<file path="config.mk">
export PLATFORM = sky130hd
export DESIGN_NAME = tcgr_front
export DESIGN_NICKNAME = d
export VERILOG_FILES = /design/src/rtl/core/tcgr_pkg.sv /design/src/rtl/core/tcgr_front.sv
export SDC_FILE = /design/constraint.sdc
export NUM_CORES = 1
export LEC_CHECK = 0
export ABC_AREA = 1
export BUFFER_PORTS_ARGS = -buffer_cell sky130_fd_sc_hd__buf_2
export CORE_ASPECT_RATIO = 1.5
export CORE_UTILIZATION = 27
export DETAILED_ROUTE_END_ITERATION = 6
export PLACE_DENSITY = 0.88
export SYNTH_ARGS = -nofsm -noshare
export SYNTH_HDL_FRONTEND = slang
export SYNTH_SLANG_ARGS = --single-unit
</file>
<file path="constraint.sdc">
create_clock -name vclk -period 0.9
set_input_delay 0 -clock vclk [all_inputs]
set_output_delay 0 -clock vclk [all_outputs]
set_load 0.02 [all_outputs]
</file>
<file path="src/rtl/core/tcgr_pkg.sv">
// shared types and constants for the text console glyph renderer
package tcgr_pkg;

  localparam int DEF_COLUMNS     = 60;
  localparam int DEF_ROWS        = 26;
  localparam int DEF_GLYPH_COUNT = 96;
  localparam int GLYPH_HEIGHT    = 6;
  localparam int LINE_WORDS      = 60;
  localparam int ROW_STRIDE      = GLYPH_HEIGHT * LINE_WORDS;
  localparam int QUEUE_DEPTH     = 4;

  localparam int IN_DATA_W  = 64;
  localparam int IN_USER_W  = 2;
  localparam int OUT_DATA_W = 208;
  localparam int ADDR_W     = 14;

  localparam logic [1:0] CMD_PUT  = 2'd0;
  localparam logic [1:0] CMD_LOAD = 2'd1;
  localparam logic [1:0] CMD_SET  = 2'd2;

  localparam logic [7:0] CHAR_LF = 8'd10;
  localparam logic [7:0] CHAR_CR = 8'd13;

  typedef enum logic [2:0] {
    OP_NOP,
    OP_PUT,
    OP_LF,
    OP_CR,
    OP_LOAD,
    OP_SET
  } op_kind_t;

  typedef struct packed {
    op_kind_t    kind;
    logic [6:0]  glyph;
    logic [2:0]  glyph_row;
    logic [31:0] word;
    logic [5:0]  col;
    logic [4:0]  row;
  } op_t;

  typedef struct packed {
    logic [5:0] col;
    logic [4:0] row;
  } cursor_status_t;

endpackage

</file>
<file path="src/rtl/core/tcgr_front.sv">
// input side: accepts words and classifies them into queued operations
module tcgr_front #(
  parameter int COLUMNS     = tcgr_pkg::DEF_COLUMNS,
  parameter int ROWS        = tcgr_pkg::DEF_ROWS,
  parameter int GLYPH_COUNT = tcgr_pkg::DEF_GLYPH_COUNT
) (
  input  logic                           s_tvalid,
  output logic                           s_tready,
  // char_code, new_col, new_row, glyph_index, glyph_row, glyph_word, zero pad
  input  logic [tcgr_pkg::IN_DATA_W-1:0] s_tdata,
  // command
  input  logic [tcgr_pkg::IN_USER_W-1:0] s_tuser,
  input  logic                           q_full,
  output logic                           q_push,
  output tcgr_pkg::op_t                  q_op
);
  import tcgr_pkg::*;

  logic [7:0]  char_code;
  logic [5:0]  new_col;
  logic [4:0]  new_row;
  logic [6:0]  glyph_index;
  logic [2:0]  glyph_row;
  logic [31:0] glyph_word;
  logic [6:0]  c7;
  logic [6:0]  glyph;

  assign char_code   = s_tdata[7:0];
  assign new_col     = s_tdata[13:8];
  assign new_row     = s_tdata[18:14];
  assign glyph_index = s_tdata[25:19];
  assign glyph_row   = s_tdata[28:26];
  assign glyph_word  = s_tdata[60:29];

  assign s_tready = !q_full;
  assign q_push   = s_tvalid && !q_full;

  assign c7 = char_code[6:0];

  always_comb begin
    if (c7 >= 7'h20) begin
      glyph = c7 - 7'h20;
    end else begin
      glyph = 7'd0;
    end
    if (int'(glyph) >= GLYPH_COUNT) begin
      glyph = 7'd0;
    end
  end

  always_comb begin
    q_op.kind      = OP_NOP;
    q_op.glyph     = glyph;
    q_op.glyph_row = glyph_row;
    q_op.word      = glyph_word;
    q_op.col       = (int'(new_col) < COLUMNS) ? new_col : 6'(COLUMNS - 1);
    q_op.row       = (int'(new_row) < ROWS) ? new_row : 5'(ROWS - 1);
    case (s_tuser)
      CMD_PUT: begin
        if (char_code == CHAR_LF) begin
          q_op.kind = OP_LF;
        end else if (char_code == CHAR_CR) begin
          q_op.kind = OP_CR;
        end else begin
          q_op.kind = OP_PUT;
        end
      end
      CMD_LOAD: begin
        if (int'(glyph_index) < GLYPH_COUNT && int'(glyph_row) < GLYPH_HEIGHT) begin
          q_op.kind  = OP_LOAD;
          q_op.glyph = glyph_index;
        end
      end
      CMD_SET: begin
        q_op.kind = OP_SET;
      end
      default: begin
        q_op.kind = OP_NOP;
      end
    endcase
  end

endmodule

</file>
---- Word-level counts from Yosys, hierarchy flattened ----
Cells that the tools add are included.
storage, ports and cells
  flip-flop bits (word level) ............. 0
  bits in latches ......................... 0
  bits in writable memories ............... 0
  memory bits (read-only) ................. 0
  output and inout port bits .............. 58
  word-level logic and storage cells ...... 24
  memories kept ........................... 0
cells by class
  add/sub/neg operators ................... 1
  $mul .................................... 0
  div/mod/pow operators ................... 0
  magnitude comparators ................... 6
  equal/unequal tests ..................... 4
  shift-type cells ........................ 0
  mux-type cells .......................... 9
  bitwise operators ....................... 0
  reductions and logical operators ........ 4
operators with widths
  cell                                                  number
  two-way mux 7 bit                                     3
  equality test 8 x 4 -> 1 bit (second input constant)  2
  two-way mux 10 bit                                    1
  case mux 3 bit (3 select lines)                       1
  >= comparator 7 x 6 -> 1 bit (second input constant)  1
  >= comparator 7 bit (second input constant)           1
  < comparator 7 bit (second input constant)            1
  subtractor 7 x 6 -> 7 bit (second input constant)     1
  < comparator 6 bit (second input constant)            1
  two-way mux 6 bit                                     1
  < comparator 5 bit (second input constant)            1
  two-way mux 5 bit                                     1
  two-way mux 2 bit                                     2
  < comparator 3 bit (second input constant)            1
  equality test 2 x 1 -> 1 bit (second input constant)  1
  equality test 2 bit (second input constant)           1
  logical AND 1 bit                                     2
  zero test 2 bit                                       1
  zero test 1 bit                                       1

---- Logic depth before layout (Yosys ltp) ----
Gate-level depths: netlist of the first run.
  depth after elaboration ................. 6
  depth in mapped cells ................... 7

---- Worst setup path after synthesis of the first run ----
No wires, ideal clock.
  kind .................................... input to output
  from .................................... in s_tdata[5] (netlist bit)
  to ...................................... out q_op[46] (netlist bit)
  arrival time ............................ 0.793 ns
  data required time ...................... 0.900 ns
  path slack .............................. 0.107 ns
  stages on the path ...................... 6
  buffers on the path ..................... 0
  path through ............................ inv_1 ha_1 nor2_1 nor2_1 nand3_1 nand2_1
RTL lines
  element             line              text
  start: declaration  tcgr_front.sv:10  input logic [tcgr_pkg::IN_DATA_W-1:0] s_tdata,
  end: declaration    tcgr_front.sv:15  output tcgr_pkg::op_t q_op

==> flow_summary.ini, run 1 <==
[run_status]
status = finished, final reports clean

[route]
viasPerCell = 4.63
drtAntennaViolNets = 0
drtIter0Drc = 0
wl_per_cell_um = 11.8
dr_total_vias = 732
dr.pass1.iters = 1
drcViolationCount = 0
routed_wl_mm = 1.87

[cts]
ctsHoldBuffers = 0

[floorplanning]
ios = 126
start_util_pct = 28.8
die_area_um2 = 2590
core-area_um2 = 2230
dieHeight_um = 61.8
rows = 21
die_w_um = 41.9

[place]
pre_cts_ws_ps = -98.8
dp_hpwl_mm = 1.67
place_congestion = 0.745
dp.cells = 159
io_buffers = 57

[logic_synthesis]
ys_seq_area_share_pct = 0
syn-num-nets = 185
yosys_warnings = 0
synthDistinctLibCells = 17
syn_area_um2 = 643
netlist_instances = 114
synth.avg_cell_area_um2 = 5.64

[timing]
report.final.slew_viol_count = 0
setup_slack_ps = 46.9
setup_viol_count_final = 0
fin_crit_ps = 853
rsz0062_at_grt = yes
tightest_slew_ps = 221
fin_tns_setup_ps = 0
finalHoldViolCount = 0
period_share_pct = 94.8
relSlewSlack_pct = 85.2
whs_ps = 0.00882
fmax_mhz = 1170

[finish]
regArea_um2 = 0
design.seq.count = 0
area_growth_pct = 29.4
nets = 208
fill_cells = 253
post-route-util_pct = 37.3
diodes = 0
multi_input_area_um2 = 373
drive_gt1_share_pct = 60.7
stdcell_count = 158
clkbuf_count = 0

[pwr]
ir_drop_v = 0.000157
power_density_nw_per_um2 = 566
p_leak_nw = 0.491

[worst_setup_path]
arrival_ps = 850
worstSetupPathType = primary input to output port
cp-start-kind = primary input
endpoint_kind = output port
crit_required_ps = 900
path_max_fanout = 5

[run]
maxCapViolations = 0

[grt]
grt_pass1_vias = 635
antenna_found_initial = 0
grt-ovfl-total = 0
grt_pass1_wl_mm = 2.57
grt_max_degree = 10
grt_usage_pct = 12.4

[worst_hold_path]
hold_path.class = primary input to output port
kinds of logic after synthesis:
| family | after synthesis | synth area share [%] |
|---|---|---|
| simple gates | 52 | 36.2 |
| buf+inv | 53 | 52.1 |
| compound gates | 6 | 5.84 |
| fa+ha+maj | 3 | 5.84 |
cells in the final DEF, fill, tap and decap left out, drive strengths merged:
cell type  count
o21ai          1
and2           1
inv           12
nand4          4
buf           61
nand3          6
a21oi          2
ha             3
nand2         28
a21boi         2
clkinv         1
o21bai         1
nor2          13
power breakdown:
group	switching (W)	internal (W)	leakage [nW]
Sequential	0	0	0
Clock	0	0	0
Combinational	0.000261	0.000210	0.491
timing repair:
item | in CTS | in global routing
resized for setup | 12 | 24
setup buffers | 0 | 0
endpoints found under the setup margin | 5 | 7
pin swaps | 6 | 10
endpoints found under the hold margin | 0 | 0
per-stage QoR:
step / area [um^2] / total power [W]
6_report: 832 / 0.000471
5_1_grt: 832 / 0.000511
4_1_cts: 752 / 0.000429
3_5_place_dp: 713 / 0.000396
3_3_place_gp: 713 / 0.000389
2_1_floorplan: 643 / 0.000433
path summary, 6_finish.rpt:
kind / depth (start not counted) / endpoint / startpoint
setup / recovery: 10 / q_op[46] / s_tdata[6]
hold / removal: 0 / q_op[27] / s_tdata[45]
per-layer routing:
metal / up-vias / global-route usage, % / share of wire [%]
met5: - / 0 / 0
met4: 0 / 2.30 / 1.0
met3: 6 / 8.09 / 18
met2: 58 / 26.3 / 55
met1: 314 / 9.04 / 26
li1: 354 / - / -
cell type report:
| cell class | count | share of cell area, % |
|---|---|---|
| inverters | 13 | 7.07 |
| repair buffers | 61 | 44.7 |
| multi-input cells | 61 | 44.8 |
| well taps | 23 | 3.46 |
cell usage after synthesis:
| library cell | n | area, um^2 |
|---|---|---|
| inv_1 | 11 | 41.3 |
| nand4_1 | 3 | 18.8 |
| clkinv_4 | 1 | 8.76 |
| ha_1 | 3 | 37.5 |
| a21boi_0 | 2 | 15.0 |
| a21oi_1 | 2 | 10.0 |
| nand2_2 | 1 | 6.26 |
| clkbuf_1 | 5 | 18.8 |
| and2_1 | 1 | 6.26 |
| nand3_1 | 6 | 30.0 |
| o21bai_1 | 1 | 7.51 |
| nand2_1 | 27 | 101 |
| nand4_4 | 1 | 21.3 |
| inv_2 | 1 | 3.75 |
| o21ai_0 | 1 | 5.00 |
| nor2_1 | 13 | 48.8 |
| buf_4 | 35 | 263 |
worst max-delay path, stage by stage:
cell and delay (ps):
buf_8 100, inv_6 50, buf_6 90, nand2_2 40, nor2_2 90, nand2_1 60
nand2_2 140, nand3_2 90, nand2_2 80, buf_6 110
Note: power is estimated with default switching activity, not from simulation.
==> run 2, diff against run 1 <==
--- a/config.mk
+++ b/config.mk
@@ -7,7 +7,6 @@
 export LEC_CHECK = 0
 export ABC_AREA = 1
 export BUFFER_PORTS_ARGS = -buffer_cell sky130_fd_sc_hd__buf_2
-export CORE_ASPECT_RATIO = 1.5
 export CORE_UTILIZATION = 27
 export DETAILED_ROUTE_END_ITERATION = 6
 export PLACE_DENSITY = 0.88
==> run 2 against run 1 <==
  * Setup slack got worse by 43 ps
  * Critical path depth decreased by 2
  * Clock-buffer cell count unchanged
  * Global-route usage down 2.2 points
  * Cell area grew 1.8%
  * Sequential share of layout area stayed put
  * Routed wire length is 6.0% lower
  * Die area shrank 0.15%
  * Sequential cell count unchanged
  * Via count rose by 2.2%
  * Non-clock buffer count is 4 higher
==> flow_summary.ini, run 2 (synthesized netlist as in run 1, its figures left out) <==
[timing]
fmax_mhz = 1120
setup_slack_ps = 3.93
relSlewSlack_pct = 85.7
setup_viol_count_final = 0
tightest_slew_ps = 214
report.final.slew_viol_count = 0
fin_tns_setup_ps = 0
rsz0062_at_grt = yes
fin_crit_ps = 896
period_share_pct = 99.6
finalHoldViolCount = 0

[finish]
diodes = 0
fill_cells = 247
nets = 212
postLayoutCellArea_um2 = 847
layout_commonest_cell = buf_2
layout_common_cells = 49 x buf_2, 23 x nand2_1, 10 x nor2_1, 9 x buf_4, 8 x inv_1
regArea_um2 = 0
drive_gt1_share_pct = 59.7
post-route-util_pct = 37.9
stdcell_count = 167
design.seq.count = 0
area_growth_pct = 31.7
clkbuf_count = 0

[grt]
grt-ovfl-total = 0
grt_usage_pct = 10.2
antenna_found_initial = 0
grt_pass1_wl_mm = 2.13
grt_pass1_vias = 600
grt_max_degree = 10

[run]
maxCapViolations = 0

[pwr]
power_density_nw_per_um2 = 567
swShare_pct = 55.4
p_leak_nw = 0.505
ir_drop_v = 0.000247
seqPwrFrac_pct = 0
pwr-share-comb_pct = 100.0
switching_power_w = 0.000266
p_int_w = 0.000214
clkPwrFrac_pct = 0

[run_status]
status = finished, final reports clean

[place]
dp_hpwl_mm = 1.28
pre_cts_ws_ps = -119
place_congestion = 0.748
place_area_um2 = 712
io_buffers = 57
dp.cells = 163

[worst_setup_path]
worstSetupPathType = primary input to output port
cp_common_cell = buf_6
crit_family = simple AND/OR/NAND/NOR gates
slowest_stage = ha_4
cp-start-kind = primary input
crit_path_max_incr_delay_ps = 260
crit_buf_inv = 3
endpoint_kind = output port
arrival_ps = 900
path_max_fanout = 5
crit_required_ps = 900
worstPathCellList = buf_6, inv_2, ha_4, nor2_4, nor2_1, nand3_2, nand2_2, buf_6

[route]
drtIter0Drc = 7
wl_per_cell_um = 10.5
dr.pass1.iters = 4
dr_total_vias = 748
viasPerCell = 4.48
routed_wl_mm = 1.76
drtAntennaViolNets = 0
drcViolationCount = 0

[worst_hold_path]
hold_path.class = primary input to output port

[floorplanning]
start_util_pct = 28.8
dieHeight_um = 50.8
die_area_um2 = 2580
ios = 126
die_w_um = 50.8
rows = 17
core-area_um2 = 2230
-- run 2: cell types whose count changed in the layout (fill, tap and decap cells not counted), sizes merged --
cell  previous run  this run
buf             61        65
-- run 2: path summary, 6_finish.rpt --
check | start | to | slack, ps | cells past startpoint
worst max-delay path | s_tdata[5] | q_op[49] | 4 | 8
worst min-delay path | s_tdata[48] | q_op[30] | 0.009 | 0
-- run 2: metal layers --
metal / track usage, % / vias to the layer above / routed length, um
met5: 0 / - / 0
met4: 6.02 / 0 / 103
met3: 3.33 / 18 / 167
met2: 20.2 / 38 / 917
met1: 8.69 / 328 / 567
li1: - / 364 / -
-- run 2: power by group through the flow --
stage	Combinational, W	Sequential (W)	Clock (W)
6_report	0.000480	0	0
5_1_grt	0.000516	0	0
4_1_cts	0.000402	0	0
3_5_place_dp	0.000387	0	0
3_3_place_gp	0.000382	0	0
2_1_floorplan	0.000433	0	0
-- run 2: final cells by class --
| type | instances | area (um^2) | share of cell area [%] |
|---|---|---|---|
| multi-input combinational | 61 | 358 | 42.2 |
| tap | 28 | 35.0 | 4.14 |
| inverter | 13 | 58.8 | 6.94 |
| timing repair buffer | 65 | 395 | 46.7 |
-- run 2: stage by stage --
step	hold slack (ps)	total power [W]
floorplan	76.6	0.000433
global placement	0.137	0.000382
detailed placement	0.137	0.000387
CTS	0.137	0.000402
global route	0.0313	0.000516
finish	0.00882	0.000480
-- run 2: what timing repair did --
| action | in CTS | in global routing |
|---|---|---|
| pin swaps | 1 | 8 |
| setup buffers | 0 | 4 |
| endpoints found under the setup margin | 5 | 5 |
| resized for setup | 4 | 27 |
| hold buffers | 0 | 0 |
==> run 3, diff against run 2 <==
--- a/config.mk
+++ b/config.mk
@@ -10,6 +10,7 @@
 export CORE_UTILIZATION = 27
 export DETAILED_ROUTE_END_ITERATION = 6
 export PLACE_DENSITY = 0.88
+export SETUP_SLACK_MARGIN = 0.4
 export SYNTH_ARGS = -nofsm -noshare
 export SYNTH_HDL_FRONTEND = slang
 export SYNTH_SLANG_ARGS = --single-unit
==> run 3 against run 2 <==
  * Clock-buffer cell count unchanged
  * First-iteration DRC count unchanged
  * Cell count up 1.2%
  * Combinational power up 25%
  * Critical path depth unchanged
  * Via count up 3.2%
==> flow_summary.ini, run 3 (synthesized netlist as in run 1, its figures left out) <==
[run_status]
status = finished, final reports clean

[route]
dr.pass1.iters = 4
drtIter0Drc = 7
drcViolationCount = 0
routed_wl_mm = 2.05
viasPerCell = 4.57
dr_total_vias = 772
wl_per_cell_um = 12.1
drtAntennaViolNets = 0

[worst_setup_path]
endpoint_kind = output port
crit_required_ps = 900
path_max_fanout = 5
arrival_ps = 830
cp-start-kind = primary input
crit_path_start = s_tdata[5]
worstSetupPathType = primary input to output port

[timing]
tightest_slew_ps = 174
relSlewSlack_pct = 88.4
period_share_pct = 92.3
fmax_mhz = 1200
rsz0062_at_grt = yes
setup_slack_ps = 69.0
whs_ps = 0.0263
finalHoldViolCount = 0
setup_viol_count_final = 0
fin_crit_ps = 831
report.final.slew_viol_count = 0

[floorplanning]
die_w_um = 50.8
core-area_um2 = 2230
start_util_pct = 28.8
ios = 126
die_area_um2 = 2580
dieHeight_um = 50.8
rows = 17

[finish]
layout_common_cells = 30 x buf_2, 19 x buf_6, 14 x nand2_1, 13 x buf_4, 10 x nand2_2
diodes = 0
post-route-util_pct = 49.4
design.seq.count = 0
area_growth_pct = 71.4
nets = 214
layout_commonest_cell = buf_2
regArea_um2 = 0
drive_gt1_share_pct = 73.8
multi_input_area_um2 = 462
clkbuf_count = 0
fill_cells = 217
stdcell_count = 169

[grt]
grt_usage_pct = 14.0
grt-ovfl-total = 0
grt_max_degree = 8
grt_pass1_vias = 679
antenna_found_initial = 0
grt_pass1_wl_mm = 2.82

[cts]
ctsHoldBuffers = 0

[place]
dp.cells = 162
io_buffers = 57
place_congestion = 0.817
dp_hpwl_mm = 1.52
pre_cts_ws_ps = -66.6

[pwr]
p_leak_nw = 0.589
p_total_w = 0.000601
power_density_nw_per_um2 = 545
ir_drop_v = 0.000252

[run]
maxCapViolations = 0

[worst_hold_path]
hold_path.class = primary input to output port
hold_start = s_tdata[30]
-- run 3: routing by layer --
layer	track usage (%)	vias up	wire, um	share of wire (%)
li1	-	369	-	-
met1	11.9	339	632	31
met2	32.9	56	1180	58
met3	2.12	8	187	9.1
met4	1.39	0	46	2.2
met5	0	-	0	0
-- run 3: power by group --
group	switching (W)	internal, W	total, W
sequential	0	0	0
combinational	0.000305	0.000296	0.000601
clock	0	0	0
total	0.000305	0.000296	0.000601
-- run 3: layout make-up --
type / instances / area share (%)
timing repair buffer: 66 / 47.8
inverter: 13 / 7.15
tap: 28 / 3.18
multi-input combinational: 62 / 41.9
-- run 3: what timing repair did --
action | CTS | global route
pin swaps | 21 | 23
buffers inserted | 4 | 2
endpoints found under the hold margin | 0 | 0
endpoints found under the setup margin | 11 | 14
gates resized for setup | 47 | 23
cloned | 1 | 0
-- run 3: final timing paths --
kind	endpoint	slack (ps)	cells past startpoint
min	q_op[12]	0.03	0
max	q_op[46]	70	8
-- run 3: through the flow --
step | area, um^2 | TNS, ps
6_report | 1100 | 0
5_1_grt | 1100 | 0
4_1_cts | 1010 | 0
3_5_place_dp | 781 | -197
3_3_place_gp | 781 | -113
2_1_floorplan | 719 | 0
-- run 3: critical path, stage by stage --
cell     delay, ps
buf_12         110
inv_12          50
ha_4           200
nor2_4         140
nor2_1          70
nand3_2         80
nand2_2         60
buf_6          120
