[config.mk]
export PLATFORM = sky130hd
export DESIGN_NAME = tcgr_queue
export DESIGN_NICKNAME = d
export VERILOG_FILES = /design/src/rtl/core/tcgr_pkg.sv /design/src/rtl/core/tcgr_queue.sv
export SDC_FILE = /design/constraint.sdc
export NUM_CORES = 1
export LEC_CHECK = 0
export ABC_AREA = 1
export BUFFER_PORTS_ARGS = -buffer_cell sky130_fd_sc_hd__buf_2
export CORE_MARGIN = 2
export CORE_UTILIZATION = 31
export DETAILED_ROUTE_END_ITERATION = 16
export SLEW_MARGIN = 20
export SYNTH_ARGS = -nofsm -noshare
export SYNTH_HDL_FRONTEND = slang
export SYNTH_SLANG_ARGS = --single-unit
[constraint.sdc]
create_clock -name clk -period 2.6 [get_ports clk]
set_input_delay 0.39 -clock clk [delete_from_list [all_inputs] [get_ports clk]]
set_output_delay 0.39 -clock clk [all_outputs]
set_load 0.05 [all_outputs]
[src/rtl/core/tcgr_pkg.sv]
// shared types and constants for the text console glyph renderer
package tcgr_pkg;

  localparam int DEF_COLUMNS     = 60;
  localparam int DEF_ROWS        = 26;
  localparam int DEF_GLYPH_COUNT = 96;
  localparam int GLYPH_HEIGHT    = 6;
  localparam int LINE_WORDS      = 60;
  localparam int ROW_STRIDE      = GLYPH_HEIGHT * LINE_WORDS;
  localparam int QUEUE_DEPTH     = 4;

  localparam int IN_DATA_W  = 64;
  localparam int IN_USER_W  = 2;
  localparam int OUT_DATA_W = 208;
  localparam int ADDR_W     = 14;

  localparam logic [1:0] CMD_PUT  = 2'd0;
  localparam logic [1:0] CMD_LOAD = 2'd1;
  localparam logic [1:0] CMD_SET  = 2'd2;

  localparam logic [7:0] CHAR_LF = 8'd10;
  localparam logic [7:0] CHAR_CR = 8'd13;

  typedef enum logic [2:0] {
    OP_NOP,
    OP_PUT,
    OP_LF,
    OP_CR,
    OP_LOAD,
    OP_SET
  } op_kind_t;

  typedef struct packed {
    op_kind_t    kind;
    logic [6:0]  glyph;
    logic [2:0]  glyph_row;
    logic [31:0] word;
    logic [5:0]  col;
    logic [4:0]  row;
  } op_t;

  typedef struct packed {
    logic [5:0] col;
    logic [4:0] row;
  } cursor_status_t;

endpackage

[src/rtl/core/tcgr_queue.sv]
// short operation queue between front and back
module tcgr_queue (
  input  logic                                   clk,
  input  logic                                   rst,
  input  logic                                   push,
  input  tcgr_pkg::op_t                          push_op,
  output logic                                   full,
  input  logic                                   pop,
  output logic                                   not_empty,
  output tcgr_pkg::op_t                          head,
  output logic [$clog2(tcgr_pkg::QUEUE_DEPTH):0] count
);
  import tcgr_pkg::*;

  localparam int PTR_W = $clog2(QUEUE_DEPTH);

  op_t              entries [QUEUE_DEPTH];
  logic [PTR_W-1:0] wr_ptr;
  logic [PTR_W-1:0] rd_ptr;

  assign full      = (int'(count) == QUEUE_DEPTH);
  assign not_empty = (count != '0);
  assign head      = entries[rd_ptr];

  always_ff @(posedge clk) begin
    if (push) begin
      entries[wr_ptr] <= push_op;
    end
  end

  always_ff @(posedge clk) begin
    if (rst) begin
      wr_ptr <= '0;
      rd_ptr <= '0;
      count  <= '0;
    end else begin
      if (push) begin
        wr_ptr <= (int'(wr_ptr) == QUEUE_DEPTH - 1) ? '0 : wr_ptr + 1'b1;
      end
      if (pop) begin
        rd_ptr <= (int'(rd_ptr) == QUEUE_DEPTH - 1) ? '0 : rd_ptr + 1'b1;
      end
      if (push && !pop) begin
        count <= count + 1'b1;
      end else if (pop && !push) begin
        count <= count - 1'b1;
      end
    end
  end

endmodule

Yosys cells after proc, flatten, opt, wreduce, memory -nomap -nowiden. Memories as Yosys holds them, arrays and structs flattened. A register that Yosys moved wholly into a read port is not among the register bits. Index checks and enable logic that the tools add are counted.

Flip-flop bits (word level): 7. RAM bits: 224. Input bits: 60. Output and inout bits: 61. Logic and storage cells: 25. Memories: 1.

Memory list: entries (words 4, bits a word 56, rd ports 1, clocked after Yosys merged registers in 1, write ports 1, line tcgr_queue.sv:17) `op_t entries [QUEUE_DEPTH];`.

$add $sub $neg: 4. Equality and inequality tests: 3. Muxes and demuxes: 8. Reductions and logical operators: 6.

Operator list (count): 2-bit two-way mux (4); 3-bit two-way mux (2); 2-bit by 1-bit adder with 2-bit output, second input constant (2); 2-bit by 1-bit == test with 1-bit output, second input constant (2); 3-bit by 1-bit adder with 3-bit output, second input constant (1); 3-bit == test, second input constant (1); 3-bit nonzero test (1); 3-bit by 1-bit subtractor with 3-bit output, second input constant (1); 1-bit logical AND (2); 1-bit zero test (2); 1-bit two-way mux (2); 2-bit nonzero test (1).

Logic depth before layout (Yosys ltp). Gate-level depths: netlist of run 1.

Word-level depth: 4. Gate-level depth with buffers: 10. Depth with buffers taken out: 10.

Least setup slack after synthesis of run 1. Ideal clock, no wire load.

Path kind: reg2out. From: reg count[2] (netlist name). To: out full. Arrival time: 1.826 ns. Required time: 2.210 ns. Path slack: 0.384 ns. Cell stages (with the launch flop): 3. Path through: dfxtp_1 -> inv_1 -> nor3_1.

Cells in the longest elaborated chain, start to end: 1.

RTL lines: start: declaration (line tcgr_queue.sv:11) `output logic [$clog2(tcgr_pkg::QUEUE_DEPTH):0] count`; start signal: assignment (line tcgr_queue.sv:44) `count <= count + 1'b1;`; start signal: assignment (line tcgr_queue.sv:46) `count <= count - 1'b1;`; 3-bit == test (line tcgr_queue.sv:21) `assign full = (int'(count) == QUEUE_DEPTH);`; end: declaration (line tcgr_queue.sv:7) `output logic full,`.

Every way passes these cells.

==> results of run 1 <==
[Yosys cell counts, types with 9 or more instances]
cell type and number:
o21ai_0 85, o22ai_1 30, nand2_1 9, nor2_4 26, nor2_1 95, buf_2 10, edfxtp_1 224, inv_1 14
clkbuf_1 15, o21ai_1 26, dfxtp_1 9, o22ai_2 26
[state kept, by name, indices dropped and copies added, names as in the netlist, named ones only]
signal   cells
entries    224
count        3
rd_ptr       2
wr_ptr       2
[power by group through the flow]
stage	Clock, mW	Sequential (mW)	Combinational, mW
3_3_place_gp	0	4.43	1.34
3_5_place_dp	0	4.43	1.35
2_1_floorplan	0	4.44	0.968
6_report	3.25	4.35	1.34
4_1_cts	3.34	4.35	1.36
5_1_grt	3.48	4.37	1.44
[what timing repair did]
item                                    CTS  global route
endpoints found under the setup margin   17            11
hold buffers                              0             0
gates resized for setup                   3             8
[layer usage]
layer / track usage [%] / vias to the layer above / part of all wire (%)
met4: 3.62 / 4 / 2.0
met3: 2.47 / 37 / 4.5
met2: 20.8 / 104 / 47
met5: 0 / - / 0.16
li1: - / 2510 / -
met1: 16.7 / 2556 / 46
[how the worst max path moves through the flow]
stage	start	to	slack [ps]	cells after the start
detailed placement	flip-flop	head[50]	520	5
global route	flip-flop	head[29]	-40	5
CTS	flip-flop	head[29]	10	5
global placement	flip-flop	head[29]	500	5
floorplan	count[2]	full	380	2
finish	flip-flop	head[23]	60	5
[critical path: stages (launching register included)]
cell      delay (ps)
dfxtp_4          440
inv_8            220
buf_16           290
nor2_1            70
o22ai_1          270
clkbuf_4         300
[cell families after synthesis]
logic type                 share of synthesized area, %
AOI/OAI and AO/OA                                  12.2
xor gates and xnor gates                         0.0956
adders and majority gates                          1.04
buffers and inverters                              3.54
DFF                                                75.4
and+or+nand+nor                                    7.74
[metrics by stage]
| step | utilization [%] | instance area [um^2] | setup WS, ps | TNS (ps) |
|---|---|---|---|---|
| 6_report | 37.9 | 11000 | 61.5 | 0 |
| 4_1_cts | 37.8 | 10900 | 12.5 | 0 |
| 2_1_floorplan | - | 9160 | 384 | 0 |
| 5_1_grt | 37.9 | 11000 | -41.7 | -83.0 |
| 3_3_place_gp | 35.2 | 10200 | 497 | 0 |
| 3_5_place_dp | 35.2 | 10200 | 515 | 0 |
[layout make-up]
type / count / share of cell area [%]
flip-flops and latches: 233 / 63.0
multi-input cells: 317 / 17.6
repair buffers: 138 / 7.58
clock buffers: 28 / 5.80
well taps: 384 / 4.38
clock inverters: 16 / 1.04
inverters: 16 / 0.616
==> qor.csv, run 1 <==
metric,value,unit
status,completed,
crit_fanout,49,
port-buffer-count,120,
synth_edf_count,224,
power,8.94,mW
drt-pass1-iter-count,4,
std_cell_rows,62,
antenna_found_initial,3,
drt_wl_total,19.3,mm
cp-start-kind,flip-flop,
drive_gt1_share,32.0,%
placed_cells,1088,
tightest_slew,542,ps
finalCriticalPeriod,2540,ps
synth_nets,669,
core_area,0.0289,mm^2
power_density,815,mW/mm^2
worstHoldStart,rst,
reg2reg_to,entries[3][28],
drt_iter0_drc,355,
power_switching,2.46,mW
async_reset_ff_share,0,%
cts-root-buf,clkbuf_16,
layout_common_cells,"edfxtp_1, buf_2, nor2_1",
internal_power,6.48,mW
n_fill_cell,2732,
finalSetupViolCount,0,
synthFlopType,edfxtp_1,
final_common_cell,edfxtp_1,
grt_pass1_vias,5318,
layout.cells.non_filler,1132,
holdCritPathClass,input pin to flip-flop,
post_cts_buffers,0,
power.leakage,3.81,nW
grt_pass1_wl,30.0,mm
n_antenna_cell,0,
ys_ff_latch,233,
crit_path_end_kind,output port,
clk_transition_reported_paths,60,ps
synthDominantCellAreaShare,73.4,%
worstSetupPathType,flip-flop to output port,
slew_violations,0,
finalNetCount,798,
dieWidth,176,um
synth_area,0.00916,mm^2
hold_slack,85.1,ps
slew_headroom,63.8,%
num_vias,5211,
rr_startpoint,wr_ptr[0],
finalHoldViolCount,0,
grt_overflow,0,
die_height,176,um
rsz0062_at_grt,yes,
arrival,2150,ps
min_to,wr_ptr[0],
cts_tree,done,
clock-sinks,233,
viasPerCell,4.60,
r2r_cells,4,
r2r_slack,870,ps
htreeDepth,1,
dp_hpwl,11.4,mm
synth_cell_type_count,25,
grt_max_degree,55,
peakVddDrop,486,uV
cp.required,2210,ps
comb_power_share,15.0,%
clk_latency,520,ps
routedWlPerCell,17.1,um
yosys_warnings,0,
finalCritPeriodShare,97.6,%
hold_depth,2,
start_util,31.7,%
ios,121,
synth_area_leaders,"edfxtp_1, o21ai_0, nor2_1, o22ai_2, nor2_4",
cts_buffer_depth,3,
fmax,0.394,GHz
synth.avg_cell_area,15.2,um^2
gp_congestion,0.682,
postSynthCellCount,602,
ant_nets,0,
seq_area,0.00691,mm^2
skew,6.73,ps
multiInputGateArea,0.00193,mm^2
grt_use_total,12.5,%
p_seq_share,48.6,%
seq_area_frac_synth,75.4,%
drc_errors,0,
synthToLayoutAreaGrowth,19.8,%
dieArea,0.0309,mm^2
cts_buffers,25,
cap_violations,0,
netSwitchingFraction,27.5,%
clkPwrFrac,36.3,%
synth.largest_area_cell,edfxtp_1,
Power figures use the tool's default switching activity.
==> run 2, diff against run 1 <==
--- a/config.mk
+++ b/config.mk
@@ -7,9 +7,12 @@
 export LEC_CHECK = 0
 export ABC_AREA = 1
 export BUFFER_PORTS_ARGS = -buffer_cell sky130_fd_sc_hd__buf_2
+export CELL_PAD_IN_SITES_DETAIL_PLACEMENT = 0
+export CELL_PAD_IN_SITES_GLOBAL_PLACEMENT = 1
 export CORE_MARGIN = 2
 export CORE_UTILIZATION = 31
 export DETAILED_ROUTE_END_ITERATION = 16
+export PLACE_DENSITY_LB_ADDON = 0.1
 export SLEW_MARGIN = 20
 export SYNTH_ARGS = -nofsm -noshare
 export SYNTH_HDL_FRONTEND = slang
==> qor.csv, run 2 (synthesized netlist as in run 1, its figures left out) <==
metric,value,unit
crit_fanout,50,
final_common_cell,edfxtp_1,
grt_overflow,0,
slew_violations,0,
grt_use_total,13.8,%
clk_latency,510,ps
critical_path.top_delay_family,buffers and inverters,
crit_path_end_kind,output port,
clk_transition_reported_paths,60,ps
num_vias,5290,
core_area,0.0289,mm^2
worstSetupPathType,flip-flop to output port,
std_cell_rows,62,
cp-start-kind,flip-flop,
antenna_found_initial,4,
grt_pass1_wl,32.9,mm
power.leakage,3.87,nW
peakVddDrop,495,uV
drt-pass1-iter-count,4,
min_to,entries[2][1],
cts_tree,done,
top_register,entries,
die_height,176,um
dieWidth,176,um
reg2reg_to,entries[3][23],
ios,121,
r2r_cells,4,
cap_violations,0,
dieArea,0.0309,mm^2
hold_buffers,0,
rsz0062_at_grt,no,
drt_wl_total,21.0,mm
grt_pass1_vias,5664,
start_util,31.7,%
synthToLayoutAreaGrowth,21.1,%
largest_reg_flops,224,
routedWlPerCell,18.4,um
critPathSlowestCell,dfxtp_4,
port-buffer-count,120,
grt_max_degree,63,
clock-sinks,233,
power_density,844,mW/mm^2
drc_errors,0,
slew_headroom,67.1,%
status,completed,
power,9.36,mW
top_regs,"entries x224, count x3",
viasPerCell,4.65,
layout_common_cells,"edfxtp_1, buf_2, nor2_1",
arrival,2050,ps
cp.required,2210,ps
drt_iter0_drc,287,
crit_buf_inv,2,
finalHoldViolCount,0,
cts-root-buf,clkbuf_16,
max_stage_delay,400,ps
r2r_slack,970,ps
fin_tns_setup,0,ps
crit_chain,"buf_6, o21ai_0, o22ai_1, buf_2",
dp_hpwl,11.8,mm
gp_congestion,0.712,
worstHoldStart,push_op[1],
drive_gt1_share,31.6,%
finalCriticalPeriod,2440,ps
cts_buffer_depth,3,
finalSetupViolCount,0,
htreeDepth,1,
tightest_slew,494,ps
hold_depth,1,
finalCritPeriodShare,93.8,%
skew,5.15,ps
fmax,0.410,GHz
cts_buffers,27,
finalNetCount,798,
n_fill_cell,2716,
holdCritPathClass,input pin to flip-flop,
ant_nets,0,
rr_startpoint,wr_ptr[0],
## run 2: what timing repair did
| action | 4_1_cts | 5_1_grt |
|---|---|---|
| pin swaps | 0 | 0 |
| setup buffers | 0 | 0 |
| gates resized for setup | 1 | 2 |
| hold endpoints to repair | 0 | 0 |
| endpoints found under the setup margin | 1 | 13 |
## run 2: report_power, final
| group | leakage, nW | total, mW | internal [mW] | switching, mW |
|---|---|---|---|---|
| logic | 1.31 | 1.36 | 0.331 | 1.03 |
| registers | 2.13 | 4.35 | 4.29 | 0.0564 |
| clock network | 0.427 | 3.65 | 2.27 | 1.38 |
## run 2: area by class of cell
type / count / area [um^2] / share of cell area (%)
multi-input cells: 317 / 1930 / 17.4
diodes: 4 / 10.0 / 0.0902
repair buffers: 136 / 825 / 7.43
inverters: 16 / 67.6 / 0.609
well taps: 384 / 480 / 4.33
clock buffers: 36 / 739 / 6.66
clock inverters: 12 / 129 / 1.16
flip-flops and latches: 233 / 6910 / 62.3
## run 2: worst max path at each step
stage | start | endpoint | slack, ps | depth (start not counted)
floorplan | count[2] | full | 380 | 2
global placement | flip-flop | head[21] | 550 | 4
detailed placement | flip-flop | head[21] | 530 | 4
CTS | flip-flop | head[21] | 2 | 5
global route | flip-flop | head[41] | 30 | 5
finish | flip-flop | head[21] | 160 | 4
## run 2: per-layer routing
layer	vias up	part of all wire [%]	GRT usage, %
li1	2515	-	-
met1	2646	45	17.9
met2	98	48	23.4
met3	31	4.8	2.97
met4	0	2.2	3.93
met5	-	0	0
## run 2: worst register-to-register path, cell delays in order, from the launching register on
cell and delay, ps:
dfxtp_1 390, ha_1 200, nand2_1 70, inv_2 240, buf_12 350
## run 2: metrics by stage
step	hold slack, ps	utilization [%]	cells	instance area [um^2]	setup slack (ps)
2_1_floorplan	462	-	602	9160	384
3_3_place_gp	510	35.3	1086	10200	551
3_5_place_dp	537	35.3	1086	10200	532
4_1_cts	60.3	38.3	1134	11100	2.44
5_1_grt	68.4	38.3	1136	11100	34.4
6_report	93.3	38.4	1138	11100	160
==> run 3, diff against run 2 <==
--- a/config.mk
+++ b/config.mk
@@ -12,7 +12,7 @@
 export CORE_MARGIN = 2
 export CORE_UTILIZATION = 31
 export DETAILED_ROUTE_END_ITERATION = 16
-export PLACE_DENSITY_LB_ADDON = 0.1
+export PLACE_DENSITY = 0.59
 export SLEW_MARGIN = 20
 export SYNTH_ARGS = -nofsm -noshare
 export SYNTH_HDL_FRONTEND = slang
==> qor.csv, run 3 (synthesized netlist as in run 1, its figures left out) <==
metric,value,unit
status,completed,
num_vias,5390,
dp_hpwl,11.7,mm
finalHoldViolCount,0,
dieWidth,176,um
slew_violations,0,
rsz0062_at_grt,no,
dieArea,0.0309,mm^2
skew,8.54,ps
seq_area,0.00691,mm^2
synthToLayoutAreaGrowth,21.8,%
ant_nets,0,
power_density,837,mW/mm^2
fin_tns_setup,0,ps
layout_common_cells,"edfxtp_1, buf_2, nor2_1",
comb_power_share,15.0,%
clk_transition_reported_paths,60,ps
clkPwrFrac,38.5,%
largest_reg_flops,224,
crit_path_end_kind,output port,
power_switching,2.51,mW
drc_errors,0,
fmax,0.408,GHz
peakVddDrop,462,uV
cts_buffer_depth,3,
cp-start-kind,flip-flop,
internal_power,6.82,mW
worstSetupPathType,flip-flop to output port,
port-buffer-count,120,
power.leakage,3.89,nW
n_antenna_cell,0,
start_util,31.7,%
cts_buffers,26,
antenna_found_initial,2,
cts_tree,done,
clock-sinks,233,
holdCritPathClass,input pin to flip-flop,
layout.cells.non_filler,1137,
netSwitchingFraction,26.9,%
top_register,entries,
placed_cells,1088,
htreeDepth,1,
drt-pass1-iter-count,4,
multiInputGateArea,0.00193,mm^2
n_fill_cell,2709,
drt_iter0_drc,313,
cap_violations,0,
top_regs,"entries x224, count x3",
drt_wl_total,21.3,mm
finalNetCount,800,
worst_slack,150,ps
routedWlPerCell,18.7,um
viasPerCell,4.74,
ios,121,
cp.required,2210,ps
cts-root-buf,clkbuf_16,
hold_buffers,0,
grt_pass1_vias,5697,
dp_slack,628,ps
drive_gt1_share,31.9,%
finalCriticalPeriod,2450,ps
grt_overflow,0,
core_area,0.0289,mm^2
arrival,2060,ps
grt_pass1_wl,31.4,mm
slew_headroom,63.2,%
crit_fanout,38,
gp_congestion,0.691,
finalSetupViolCount,0,
tightest_slew,550,ps
clk_latency,520,ps
final_common_cell,edfxtp_1,
p_seq_share,46.5,%
finalCritPeriodShare,94.2,%
grt_max_degree,113,
die_height,176,um
std_cell_rows,62,
grt_use_total,13.2,%
[run 3: power groups by stage]
stage | logic (mW) | clock network, mW | registers, mW
2_1_floorplan | 0.968 | 0 | 4.44
3_3_place_gp | 1.38 | 0 | 4.41
3_5_place_dp | 1.40 | 0 | 4.42
4_1_cts | 1.41 | 3.69 | 4.34
5_1_grt | 1.51 | 3.83 | 4.35
6_report | 1.40 | 3.59 | 4.34
[run 3: metal layers]
metal	share of wire [%]	vias to the layer above	global-route usage, %
met1	45	2717	16.3
li1	-	2519	-
met5	0.13	-	0
met2	48	118	23.0
met3	5.8	32	3.44
met4	1.8	4	3.27
[run 3: cell type report]
cell class	instances	share of cell area (%)
Clock inverter	16	1.37
Timing Repair Buffer	139	8.18
Clock buffer	32	6.22
Inverter	16	0.662
Multi-Input combinational cell	317	17.3
Sequential cell	233	61.9
Tap cell	384	4.31
[run 3: final timing paths]
| check | from | endpoint | slack (ps) | depth (start not counted) |
|---|---|---|---|---|
| worst max register to register | wr_ptr[0] | entries[3][25] | 920 | 4 |
| worst min register to register | wr_ptr[1] | wr_ptr[1] | 550 | 2 |
| worst max-delay path | flip-flop | head[41] | 150 | 5 |
| worst min-delay path | rst | wr_ptr[0] | 80 | 2 |
[run 3: repair_timing]
action,in CTS,in global routing
endpoints found under the setup margin,0,8
resized for setup,0,5
setup buffers,0,0
endpoints found under the hold margin,0,0
[run 3: worst max-delay path, stage by stage (launching register included)]
cell,delay (ps)
dfxtp_4,450
clkinv_8,220
buf_4,280
o21ai_0,270
o22ai_2,90
buf_2,220
[run 3: stage by stage]
stage          hold slack, ps  total power, mW  util [%]  instance area (um^2)
2_1_floorplan             462             5.41         -                  9160
3_3_place_gp              505             5.79      35.5                 10300
3_5_place_dp              540             5.82      35.5                 10300
4_1_cts                  55.3             9.44      38.4                 11100
5_1_grt                  64.1             9.68      38.6                 11200
6_report                 82.4             9.33      38.6                 11200
